[src/rtl/ptdr_pkg.sv]
// ----------------------------------------------------------------------------
// ptdr_pkg: shared definitions for the pointer tap/drag recogniser
// Field widths, gesture codes and register indexes used by the top level and
// the coordinate scaler.
// ----------------------------------------------------------------------------
package ptdr_pkg;

	// Item field widths
	localparam int unsigned MASK_W   = 8;
	localparam int unsigned POS_W    = 16;
	localparam int unsigned SCALE_W  = 18;
	localparam int unsigned COORD_W  = 17;
	localparam int unsigned GEST_W   = 2;
	localparam int unsigned FRAC_W   = 16;
	localparam int unsigned PROD_W   = POS_W + SCALE_W;

	// Packed stream widths, rounded up to whole bytes
	localparam int unsigned IN_W     = MASK_W + 2 * POS_W;
	localparam int unsigned IN_BYTES = (IN_W + 7) / 8;
	localparam int unsigned OUT_W    = GEST_W + 4 * COORD_W;
	localparam int unsigned OUT_BYTES = (OUT_W + 7) / 8;

	// Saturation ceiling for a reported coordinate
	localparam logic [COORD_W-1:0] COORD_MAX = '1;

	// Gesture codes
	typedef enum logic [GEST_W-1:0] {
		GEST_NONE = 2'd0,
		GEST_TAP  = 2'd1,
		GEST_DRAG = 2'd2
	} gesture_t;

	// Configuration register indexes (byte address = 4 * index)
	localparam int unsigned REG_IDX_W = 2;
	typedef enum logic [REG_IDX_W-1:0] {
		REG_SCREEN_WIDTH  = 2'd0,
		REG_SCREEN_HEIGHT = 2'd1,
		REG_INV_SCALE     = 2'd2
	} reg_idx_t;

	// Reset values of the configuration registers
	localparam logic [POS_W-1:0]   SCREEN_WIDTH_RST  = 16'd1024;
	localparam logic [POS_W-1:0]   SCREEN_HEIGHT_RST = 16'd768;
	localparam logic [SCALE_W-1:0] INV_SCALE_RST     = 18'd32768;

endpackage

[src/rtl/ptdr_scale.sv]
// ----------------------------------------------------------------------------
// ptdr_scale: coordinate scaler
// Multiplies a pixel coordinate by a Q2.16 reciprocal, drops the fraction
// and saturates to the reported coordinate width.
// ----------------------------------------------------------------------------
module ptdr_scale (
	input  logic [ptdr_pkg::POS_W-1:0]   coord,
	input  logic [ptdr_pkg::SCALE_W-1:0] inv_scale,
	output logic [ptdr_pkg::COORD_W-1:0] scaled
);

	logic [ptdr_pkg::PROD_W-1:0]                   product;
	logic [ptdr_pkg::PROD_W-ptdr_pkg::FRAC_W-1:0]  whole;

	// Full product, then integer part
	assign product = {{ptdr_pkg::SCALE_W{1'b0}}, coord} *
	                 {{ptdr_pkg::POS_W{1'b0}}, inv_scale};
	assign whole   = product[ptdr_pkg::PROD_W-1:ptdr_pkg::FRAC_W];

	// Clamp anything beyond the coordinate range
	always_comb begin
		if (whole[ptdr_pkg::PROD_W-ptdr_pkg::FRAC_W-1:ptdr_pkg::COORD_W] != '0) begin
			scaled = ptdr_pkg::COORD_MAX;
		end else begin
			scaled = whole[ptdr_pkg::COORD_W-1:0];
		end
	end

endmodule

[src/rtl/pointer_tap_drag_recognizer.sv]
// ----------------------------------------------------------------------------
// pointer_tap_drag_recognizer: tap and drag gestures from pointer events
// Input register, then gesture decision and scaling into the result register.
// ----------------------------------------------------------------------------
// Every accepted pointer event yields exactly one result item, which goes
// from the input register to the output register. One event can be taken
// every cycle while the output is not stalled. The gesture state (drag phase,
// start point, tap flag, last position) is read and updated as an event
// leaves the input register, so back-to-back events see each other's effects.
// The four coordinate multipliers sit between the gesture decision and the
// output register. Events with a mask above 1 or outside the screen give
// a result with no gesture and change no state. Configuration must be
// written only while the pipeline is empty; the block does not enforce it.
module pointer_tap_drag_recognizer (
	input  logic                                 clk,
	input  logic                                 arst_n,
	// Event stream in
	input  logic                                 s_tvalid,
	output logic                                 s_tready,
	// button_mask[7:0], pos_x[23:8], pos_y[39:24]
	input  logic [8*ptdr_pkg::IN_BYTES-1:0]      s_tdata,
	// Gesture stream out
	output logic                                 m_tvalid,
	input  logic                                 m_tready,
	// gesture[1:0], from_x[18:2], from_y[35:19], to_x[52:36], to_y[69:53]
	output logic [8*ptdr_pkg::OUT_BYTES-1:0]     m_tdata,
	// Configuration port
	input  logic                                 psel,
	input  logic                                 penable,
	input  logic                                 pwrite,
	input  logic [ptdr_pkg::REG_IDX_W+1:0]       paddr,
	input  logic [31:0]                          pwdata,
	output logic [31:0]                          prdata,
	output logic                                 pready
);

	typedef enum logic [1:0] {
		PH_IDLE    = 2'd0,
		PH_PRESSED = 2'd1,
		PH_MOVED   = 2'd2
	} phase_t;

	// Configuration registers
	logic [ptdr_pkg::POS_W-1:0]   screen_width_q;
	logic [ptdr_pkg::POS_W-1:0]   screen_height_q;
	logic [ptdr_pkg::SCALE_W-1:0] inv_scale_q;

	// Stage 1: input register
	logic                         valid_s1;
	logic [ptdr_pkg::MASK_W-1:0]  mask_s1;
	logic [ptdr_pkg::POS_W-1:0]   x_s1;
	logic [ptdr_pkg::POS_W-1:0]   y_s1;

	// Stage 2: output register
	logic                         valid_s2;
	ptdr_pkg::gesture_t           gesture_s2;
	logic [ptdr_pkg::COORD_W-1:0] from_x_s2;
	logic [ptdr_pkg::COORD_W-1:0] from_y_s2;
	logic [ptdr_pkg::COORD_W-1:0] to_x_s2;
	logic [ptdr_pkg::COORD_W-1:0] to_y_s2;

	// Gesture state
	phase_t                       phase_q;
	logic [ptdr_pkg::POS_W-1:0]   start_x_q;
	logic [ptdr_pkg::POS_W-1:0]   start_y_q;
	logic                         tap_pressed_q;
	logic [ptdr_pkg::POS_W-1:0]   last_x_q;
	logic [ptdr_pkg::POS_W-1:0]   last_y_q;

	// Next-state and decision signals
	phase_t                       phase_d;
	logic [ptdr_pkg::POS_W-1:0]   start_x_d;
	logic [ptdr_pkg::POS_W-1:0]   start_y_d;
	logic                         tap_pressed_d;
	logic                         ignore;
	logic                         down;
	logic                         drag_fire;
	logic                         tap_fire;
	logic                         update;

	// Unscaled result of the decision
	ptdr_pkg::gesture_t           gesture_d;
	logic [ptdr_pkg::POS_W-1:0]   from_x_d;
	logic [ptdr_pkg::POS_W-1:0]   from_y_d;
	logic [ptdr_pkg::POS_W-1:0]   to_x_d;
	logic [ptdr_pkg::POS_W-1:0]   to_y_d;

	// Stage enables: a stage loads when it is empty or its item moves on
	logic                         en1;
	logic                         en2;
	logic                         cfg_write;
	ptdr_pkg::reg_idx_t           reg_idx;

	// Scaler results
	logic [ptdr_pkg::COORD_W-1:0] from_x_sc;
	logic [ptdr_pkg::COORD_W-1:0] from_y_sc;
	logic [ptdr_pkg::COORD_W-1:0] to_x_sc;
	logic [ptdr_pkg::COORD_W-1:0] to_y_sc;

	assign en2      = !valid_s2 || m_tready;
	assign en1      = !valid_s1 || en2;
	assign s_tready = en1;

	// Configuration port
	assign pready    = 1'b1;
	assign reg_idx   = ptdr_pkg::reg_idx_t'(paddr[ptdr_pkg::REG_IDX_W+1:2]);
	assign cfg_write = psel && penable && pwrite && pready;

	always_ff @(posedge clk or negedge arst_n) begin
		if (!arst_n) begin
			screen_width_q  <= ptdr_pkg::SCREEN_WIDTH_RST;
			screen_height_q <= ptdr_pkg::SCREEN_HEIGHT_RST;
			inv_scale_q     <= ptdr_pkg::INV_SCALE_RST;
		end else if (cfg_write) begin
			case (reg_idx)
				ptdr_pkg::REG_SCREEN_WIDTH:  screen_width_q  <= pwdata[ptdr_pkg::POS_W-1:0];
				ptdr_pkg::REG_SCREEN_HEIGHT: screen_height_q <= pwdata[ptdr_pkg::POS_W-1:0];
				ptdr_pkg::REG_INV_SCALE:     inv_scale_q     <= pwdata[ptdr_pkg::SCALE_W-1:0];
				default: ;
			endcase
		end
	end

	always_comb begin
		case (reg_idx)
			ptdr_pkg::REG_SCREEN_WIDTH:
				prdata = {{(32 - ptdr_pkg::POS_W){1'b0}}, screen_width_q};
			ptdr_pkg::REG_SCREEN_HEIGHT:
				prdata = {{(32 - ptdr_pkg::POS_W){1'b0}}, screen_height_q};
			ptdr_pkg::REG_INV_SCALE:
				prdata = {{(32 - ptdr_pkg::SCALE_W){1'b0}}, inv_scale_q};
			default:
				prdata = '0;
		endcase
	end

	// Stage 1: capture the event
	always_ff @(posedge clk or negedge arst_n) begin
		if (!arst_n) begin
			valid_s1 <= 1'b0;
		end else if (en1) begin
			valid_s1 <= s_tvalid;
		end
	end

	always_ff @(posedge clk) begin
		if (s_tvalid && en1) begin
			mask_s1 <= s_tdata[ptdr_pkg::MASK_W-1:0];
			x_s1    <= s_tdata[ptdr_pkg::MASK_W +: ptdr_pkg::POS_W];
			y_s1    <= s_tdata[ptdr_pkg::MASK_W + ptdr_pkg::POS_W +: ptdr_pkg::POS_W];
		end
	end

	// Event filter
	assign ignore = (mask_s1 > ptdr_pkg::MASK_W'(1)) || (x_s1 >= screen_width_q) ||
	                (y_s1 >= screen_height_q);
	assign down   = (mask_s1 == ptdr_pkg::MASK_W'(1));
	assign update = valid_s1 && en2 && !ignore;

	// Drag and tap machines; the tap machine only runs without a drag
	always_comb begin
		phase_d       = phase_q;
		start_x_d     = start_x_q;
		start_y_d     = start_y_q;
		tap_pressed_d = tap_pressed_q;
		drag_fire     = 1'b0;
		tap_fire      = 1'b0;
		if (down) begin
			case (phase_q)
				PH_PRESSED: begin
					if (x_s1 != start_x_q || y_s1 != start_y_q) begin
						phase_d = PH_MOVED;
					end
				end
				PH_MOVED: ;
				default: begin
					start_x_d = x_s1;
					start_y_d = y_s1;
					phase_d   = PH_PRESSED;
				end
			endcase
		end else begin
			drag_fire = (phase_q == PH_MOVED);
			phase_d   = PH_IDLE;
		end
		if (!drag_fire) begin
			if (x_s1 != last_x_q || y_s1 != last_y_q) begin
				tap_pressed_d = 1'b0;
			end else if (!tap_pressed_q) begin
				if (down) begin
					tap_pressed_d = 1'b1;
				end
			end else if (!down) begin
				tap_pressed_d = 1'b0;
				tap_fire      = 1'b1;
			end
		end
	end

	// Gesture state, updated as an event that is not ignored leaves stage 1
	always_ff @(posedge clk or negedge arst_n) begin
		if (!arst_n) begin
			phase_q       <= PH_IDLE;
			start_x_q     <= '0;
			start_y_q     <= '0;
			tap_pressed_q <= 1'b0;
			last_x_q      <= '0;
			last_y_q      <= '0;
		end else if (update) begin
			phase_q       <= phase_d;
			start_x_q     <= start_x_d;
			start_y_q     <= start_y_d;
			tap_pressed_q <= tap_pressed_d;
			last_x_q      <= x_s1;
			last_y_q      <= y_s1;
		end
	end

	// Gesture and unscaled coordinates
	always_comb begin
		gesture_d = ptdr_pkg::GEST_NONE;
		from_x_d  = '0;
		from_y_d  = '0;
		to_x_d    = '0;
		to_y_d    = '0;
		if (!ignore && drag_fire) begin
			gesture_d = ptdr_pkg::GEST_DRAG;
			from_x_d  = start_x_q;
			from_y_d  = start_y_q;
			to_x_d    = x_s1;
			to_y_d    = y_s1;
		end else if (!ignore && tap_fire) begin
			gesture_d = ptdr_pkg::GEST_TAP;
			from_x_d  = x_s1;
			from_y_d  = y_s1;
			to_x_d    = x_s1;
			to_y_d    = y_s1;
		end
	end

	// Coordinate scaling
	ptdr_scale u_scale_from_x (.coord(from_x_d), .inv_scale(inv_scale_q), .scaled(from_x_sc));
	ptdr_scale u_scale_from_y (.coord(from_y_d), .inv_scale(inv_scale_q), .scaled(from_y_sc));
	ptdr_scale u_scale_to_x   (.coord(to_x_d),   .inv_scale(inv_scale_q), .scaled(to_x_sc));
	ptdr_scale u_scale_to_y   (.coord(to_y_d),   .inv_scale(inv_scale_q), .scaled(to_y_sc));

	// Stage 2: output register
	always_ff @(posedge clk or negedge arst_n) begin
		if (!arst_n) begin
			valid_s2 <= 1'b0;
		end else if (en2) begin
			valid_s2 <= valid_s1;
		end
	end

	always_ff @(posedge clk) begin
		if (valid_s1 && en2) begin
			gesture_s2 <= gesture_d;
			from_x_s2  <= from_x_sc;
			from_y_s2  <= from_y_sc;
			to_x_s2    <= to_x_sc;
			to_y_s2    <= to_y_sc;
		end
	end

	assign m_tvalid = valid_s2;
	assign m_tdata  = {{(8 * ptdr_pkg::OUT_BYTES - ptdr_pkg::OUT_W){1'b0}},
	                   to_y_s2, to_x_s2, from_y_s2, from_x_s2, gesture_s2};

	// Checks
	a_no_gesture_zero: assert property (@(posedge clk) disable iff (!arst_n)
		m_tvalid && gesture_s2 == ptdr_pkg::GEST_NONE |->
			from_x_s2 == '0 && from_y_s2 == '0 && to_x_s2 == '0 && to_y_s2 == '0)
		else $error("coordinates reported without a gesture");

	a_tap_same_point: assert property (@(posedge clk) disable iff (!arst_n)
		m_tvalid && gesture_s2 == ptdr_pkg::GEST_TAP |->
			from_x_s2 == to_x_s2 && from_y_s2 == to_y_s2)
		else $error("tap with differing start and end");

	a_stall_only_full: assert property (@(posedge clk) disable iff (!arst_n)
		!s_tready |-> valid_s1 && valid_s2 && !m_tready)
		else $error("input held off with room in the pipeline");

	a_drag_clears_phase: assert property (@(posedge clk) disable iff (!arst_n)
		update && drag_fire |=> phase_q == PH_IDLE)
		else $error("drag phase not cleared after a drag");

endmodule

[config.mk]
export PLATFORM = sky130hd
export DESIGN_NAME = pointer_tap_drag_recognizer
export DESIGN_NICKNAME = d
export VERILOG_FILES = /design/src/rtl/ptdr_pkg.sv /design/src/rtl/ptdr_scale.sv /design/src/rtl/pointer_tap_drag_recognizer.sv
export SDC_FILE = /design/constraint.sdc
export NUM_CORES = 2
export LEC_CHECK = 0
export BUFFER_PORTS_ARGS = -buffer_cell sky130_fd_sc_hd__buf_2
export CORE_MARGIN = 1
export CORE_UTILIZATION = 32
export DETAILED_ROUTE_END_ITERATION = 10
export HOLD_SLACK_MARGIN = 0.02
export PLACE_DENSITY_LB_ADDON = 0.08
export SLEW_MARGIN = 10
export SYNTH_ARGS = -nofsm -noshare
export SYNTH_HDL_FRONTEND = slang
export SYNTH_SLANG_ARGS = --single-unit
[constraint.sdc]
create_clock -name clk -period 12 [get_ports clk]
set_clock_uncertainty 0.2 [all_clocks]
set_input_delay 1.8 -clock clk [delete_from_list [all_inputs] [get_ports clk]]
set_output_delay 1.8 -clock clk [all_outputs]
set_load 0.1 [all_outputs]
### Word level (Yosys, flattened, before mapping)

Cells that the tools add are included.

| word-level totals | value |
|---|---|
| register bits after elaboration | 229 |
| input port bits | 83 |
| output and inout bits | 107 |
| word-level logic and storage cells | 81 |

| operators by class | value |
|---|---|
| multipliers | 4 |
| $lt $le $gt $ge | 3 |
| eq/ne operators | 11 |
| mux-type cells | 18 |
| bitwise gates (word level) | 2 |
| reduce and logical (&&, ||, !) cells | 24 |

Operators with widths:

| operator | number |
|---|---|
| $mul 16x18->34 | 4 |
| $mux 16 | 6 |
| $ne 16x16->1 | 4 |
| $pmux 18 s3 | 1 |
| $ge 16x16->1 | 2 |
| $eq 8x1->1 const B | 1 |
| $gt 8x1->1 const B | 1 |
| $mux 1 | 8 |
| $reduce_and 2->1 | 4 |
| $logic_and 1x1->1 | 7 |
| $logic_or 1x1->1 | 6 |
| $reduce_and 3->1 | 2 |
| $eq 2x1->1 const B | 2 |
| $eq 2x2->1 const B | 2 |
| $mux 2 | 2 |
| $pmux 2 s2 | 1 |
| $logic_not 1->1 | 3 |
| $ne 3x3->1 const B | 1 |
| $logic_not 2->1 | 1 |
| $ne 2x2->1 const B | 1 |
| $not 1->1 | 2 |
| $reduce_or 2->1 | 1 |

### Longest topological paths before layout

| logic depth | value |
|---|---|
| depth after elaboration | 9 |
| gate-level depth with buffers | 40 |
| gate-level depth less buffers | 34 |

### By module

Synthesis repeated with hierarchy kept, for this count alone.

| unflattened totals | value |
|---|---|
| cells, all modules | 4882 |
| area, all modules | 46976.3 um^2 |

Modules (own cells, without submodules):

| module | instances | cells an instance | area an instance (um^2) | sequential area each (um^2) |
|---|---|---|---|---|
| ptdr_scale (u_scale_from_y ...) | 2 | 1018 | 9031.2 | 0.0 |
| pointer_tap_drag_recognizer | 1 | 758 | 10578.9 | 6286.0 |
| ptdr_scale (u_scale_to_y) | 1 | 1063 | 9288.9 | 0.0 |
| ptdr_scale (u_scale_from_x) | 1 | 1025 | 9046.2 | 0.0 |

### Least setup slack after synthesis

Ideal clock, no wire load.

| timing | value |
|---|---|
| path kind | flip-flop to flip-flop |
| start | register x_s1[0] in the netlist's numbering |
| end | register from_y_s2[7] in the netlist's numbering (data pin) |
| setup time | 276 ps |
| data arrival time | 8829 ps |
| data required time | 11524 ps |
| path slack | 2695 ps |
| cell stages (with the launch flop) | 37 |
| buffers on the path | 5 |
| period minus slack after synthesis | 9305 ps |
| cells stage by stage | edfxtp_1 > buf_6 > inv_1 > ha_1 > nand2b_1 > a2111oi_0 > o21a_1 > o22ai_1 > or2_2 > buf_2 > nor2b_1 > buf_4 > buf_4 > mux2i_1 > nor2_1 > buf_2 > nand2_1 > fa_1 > inv_1 > fa_1 > fa_1 > fa_1 > fa_1 > inv_1 > fa_1 > inv_1 > ha_1 > a21o_1 > or3_1 > o21ai_0 > nor3b_1 > a32o_1 > a211oi_1 > nand2b_1 > a21oi_1 > mux2i_1 > nand4_1 |

| on the way | value |
|---|---|
| longest elaborated chain between the ends | 8 |
| elaborated cells between the ends (all ways) | 13 |
| those cells by class | mul (1); order compare (1); eq/ne (1); mux (4); reduce/logical (6) |

RTL lines:

| what | line | text |
|---|---|---|
| start, declared | pointer_tap_drag_recognizer.sv:51 | `logic [ptdr_pkg::POS_W-1:0] x_s1;` |
| start signal, assigned | pointer_tap_drag_recognizer.sv:149 | `x_s1 <= s_tdata[ptdr_pkg::MASK_W +: ptdr_pkg::POS_W];` |
| $ge 16x16->1 or $ne 16x16->1 (tied branches) | pointer_tap_drag_recognizer.sv:155, pointer_tap_drag_recognizer.sv:187 |  |
| $logic_or 1x1->1 (on tied branches) | pointer_tap_drag_recognizer.sv:155, pointer_tap_drag_recognizer.sv:187 |  |
| $logic_or 1x1->1 or $mux 1 (tied branches) | pointer_tap_drag_recognizer.sv:155, pointer_tap_drag_recognizer.sv:187 |  |
| $logic_not 1->1 or $mux 1 (tied branches) | pointer_tap_drag_recognizer.sv:226, pointer_tap_drag_recognizer.sv:232, pointer_tap_drag_recognizer.sv:186 |  |
| $logic_and 1x1->1 | pointer_tap_drag_recognizer.sv:232 | `end else if (!ignore && tap_fire) begin` |
| $mux 16 | pointer_tap_drag_recognizer.sv:232 |  |
| $mux 16 * | pointer_tap_drag_recognizer.sv:226 | `if (!ignore && drag_fire) begin` |
| $mul 16x18->34 * | ptdr_scale.sv:16 | `assign product = {{ptdr_pkg::SCALE_W{1'b0}}, coord} *` |
| end signal, assigned | pointer_tap_drag_recognizer.sv:260 | `from_y_s2 <= from_y_sc;` |
| end, declared | pointer_tap_drag_recognizer.sv:58 | `logic [ptdr_pkg::COORD_W-1:0] from_y_s2;` |

Every way passes the cells marked *; elsewhere a longest branch is shown, timed or not.
A chain may end at the register's enable or synchronous reset.

### Final worst setup path

| timing | value |
|---|---|
| start | register x_s1[0] in the netlist's numbering |
| end | register from_y_s2[15] in the netlist's numbering (data pin) |

Same word-level chain as after synthesis.

==> impl_metrics.toml <==
[sta]
post-route-period-util_pct = 89.27
tightest_slew_ps = 1042
slew_viol_final = 0
relSlewSlack_pct = 30.52
finalSetupViolations = 0
fmaxAchievable_mhz = 93.35
hold_viol_final = 0
rsz0062_at_grt = "false"
whs_ps = 295.4
period_needed_ps = 10710
final.setup.tns_ps = 0

[synthesis]
synth_ff_type = "dfrtp_1"
synthArstFlopShare_pct = 51.97
syn_avg_cell_area_um2 = 9.373
synth_seq_cells = 229
synth-edff-count = 110
synth_top_cell_by_area = "fa_1"
yosysWarnings = 0
syn_inst = 5054
syn_area_um2 = 47370
synth_top_cell_area_share_pct = 37.36
synthTopCellsByArea = "fa_1 37%, ha_1 12%, inv_1 7.9%"
synth.distinct_cells = 80
seq_area_frac_synth_pct = 13.27

[die]
ios = 190
initial_core_util_pct = 32.39
die_area_um2 = 149600
die_h_um = 386.8
die_x_um = 386.8
core_um2 = 146300
row_count = 140

[min_path]
hp-start = "tap_pressed_q"
hold-path-endpoint = "tap_pressed_q"
holdPathStages = 2
worstHoldPathType = "reg2reg"

[job]
cap_violations = 0

[finish]
nFillCells = 15100
final-seq-area_um2 = 6307
nets = 6514
design_area_um2 = 51690
syn_to_final_growth_pct = 9.115
utilization_pct = 35.34
layout.cells.non_filler = 7048
drive_above_1_share_pct = 10.10
multiInputGateArea_um2 = 36170

[placement]
place.gp.congestion = 0.8052
portBuffers = 156
dpl-instance-area_um2 = 50550
dpl.hpwl_um = 115700
dp_cells = 6981

[global_route]
grt_overflow = 0
grt_pass1_vias = 36710
grt_pass1_wl_um = 235400
grt_max_degree = 72
antenna_found_initial = 18
grt.total_usage_pct = 20.89

[run_status]
status = "finished, final reports clean"

[setup_path]
reg2reg_slack_ps = 1290
r2r_cells = 30
slowest_stage = "nor2_1"
rr_endpoint = "from_y_s2[15]"
cp-end-kind = "register"
crit_family = "simple AND/OR/NAND/NOR gates"
cp_max_fo = 24
r2r-start = "x_s1[0]"
arrival_ps = 10880
cp_num_buf_inv = 7
critPathMaxStageDelay_ps = 890
cp-start-kind = "register"
crit_type = "reg2reg"
critPathRequiredTime_ps = 12170

[drt]
vias_per_cell = 4.850
dr.pass1.iters = 5
num_vias = 34180
ant_nets = 0
first_iter_violations = 1772
drc = 0
finalWirelength_um = 153700
wl_per_cell_um = 21.81

[clock_network]
h-tree-depth = 2
holdBufCountCts = 0
cts_resized = 0
numCtsBuffers = 35
cts_setup_buffers = 0
cts_root_buf = "clkbuf_16"
insertion_delay_ps = 610
cts.clk_slew.worst_paths_ps = 60
cts_tree = "built"
cts_sinks = 229
clock_path_buffers = 3

[power]
p_int_mw = 1.655
cellPowerDensity_nw_per_um2 = 57.11
p_seq_share_pct = 35.1
power_switching_mw = 1.297
power_frac_comb_pct = 29.5
pwr-share-clk_pct = 35.4
vdd_ir_drop_max_mv = 0.1038
p_sw_share_pct = 43.94
leakage_nw = 27.06
through the flow:
stage,power (mW),setup WS (ps)
6_report,2.952,1288
5_1_grt,3.066,740.5
4_1_cts,3.003,1280
3_5_place_dp,1.926,1264
3_3_place_gp,1.924,1038
2_1_floorplan,1.490,2695
placed cells by master (no fill, tap or decap), drive strengths merged, types with 5 or more instances in the layout:
cell type	n
clkbuf	48
mux2i	46
a21o	69
nor3b	5
mux2	97
xor2	26
ha	446
nand3	51
edfxtp	110
nor2b	12
o21ai	76
inv	1004
and3	247
fa	884
or2	5
a31oi	10
a211oi	16
and2	285
nand4	43
nor3	29
buf	302
a21boi	7
conb	17
a211o	7
clkinv	10
dfrtp	115
xnor2	92
o211ai	19
nand2b	20
o21a	18
nor4	9
nor2	83
or3	6
a21oi	78
a2111oi	11
o21bai	10
nand2	752
worst min-delay path, cell delays in order, from the launching register on:
cell and delay [ps]:
dfrtp_1 340, o31ai_1 70, nand2_1 50
cell families (layout without fill, tap and decap cells):
kind of cell	count (synthesis)	in the layout	share of synthesized area [%]
buffers and inverters	1307	1365	10.64
muxes	143	143	3.278
AOI/OAI and AO/OA	361	361	5.150
DFF	229	229	13.27
and+or+nand+nor	1564	1564	16.33
other	2	21	0.01585
xor gates and xnor gates	118	118	2.182
adders and majority gates	1330	1330	49.14
worst max path at each step:
stage	from	slack, ps	end	cells after the start
after CTS	x_s1[0]	1280	from_x_s2[11]	34
after global placement	x_s1[0]	1040	from_x_s2[11]	32
after global routing	x_s1[0]	740	from_x_s2[11]	34
after floorplan	x_s1[0]	2700	from_y_s2[7]	36
after detailed placement	x_s1[0]	1260	from_x_s2[11]	34
final	x_s1[0]	1290	from_y_s2[15]	30
power by group through the flow:
stage / combinational [mW] / clock, mW / sequential, mW
floorplan: 0.430 / 0 / 1.06
global placement: 0.871 / 0 / 1.05
detailed placement: 0.874 / 0 / 1.05
CTS: 0.876 / 1.09 / 1.04
global route: 0.907 / 1.11 / 1.04
finish: 0.870 / 1.05 / 1.04
synth_stat cells, types with 73 or more instances:
cell	n
inv_1	1000
fa_1	884
nand2_1	751
ha_1	446
and2_1	283
clkbuf_1	254
and3_1	246
dfrtp_1	115
edfxtp_1	110
mux2_2	97
xnor2_1	92
nor2_1	83
a21oi_1	78
o21ai_0	73
registers in the layout, summed over array words and instances (netlist names), 17 cells and up:
| signal | cells |
|---|---|
| to_y_s2 | 17 |
| inv_scale_q | 18 |
| from_x_s2 | 17 |
| to_x_s2 | 17 |
| from_y_s2 | 17 |
final cells by class:
cell class	count	area share, %
flip-flops and latches	229	12.20
diodes	4	0.01936
well taps	1917	4.640
multi-input cells	3533	69.97
clock buffers	48	1.888
clock inverters	15	0.2977
repair buffers	302	3.720
inverters	1000	7.266
routing by layer:
layer  up-vias  track usage [%]  part of all wire [%]
li1      15720                -                     -
met1     17560            30.48                    48
met2       751            32.65                    45
met3       143            2.773                   4.9
met4         6            4.890                   2.1
met5         -                0                 0.020
No activity file was read; power rests on OpenSTA's default activity.
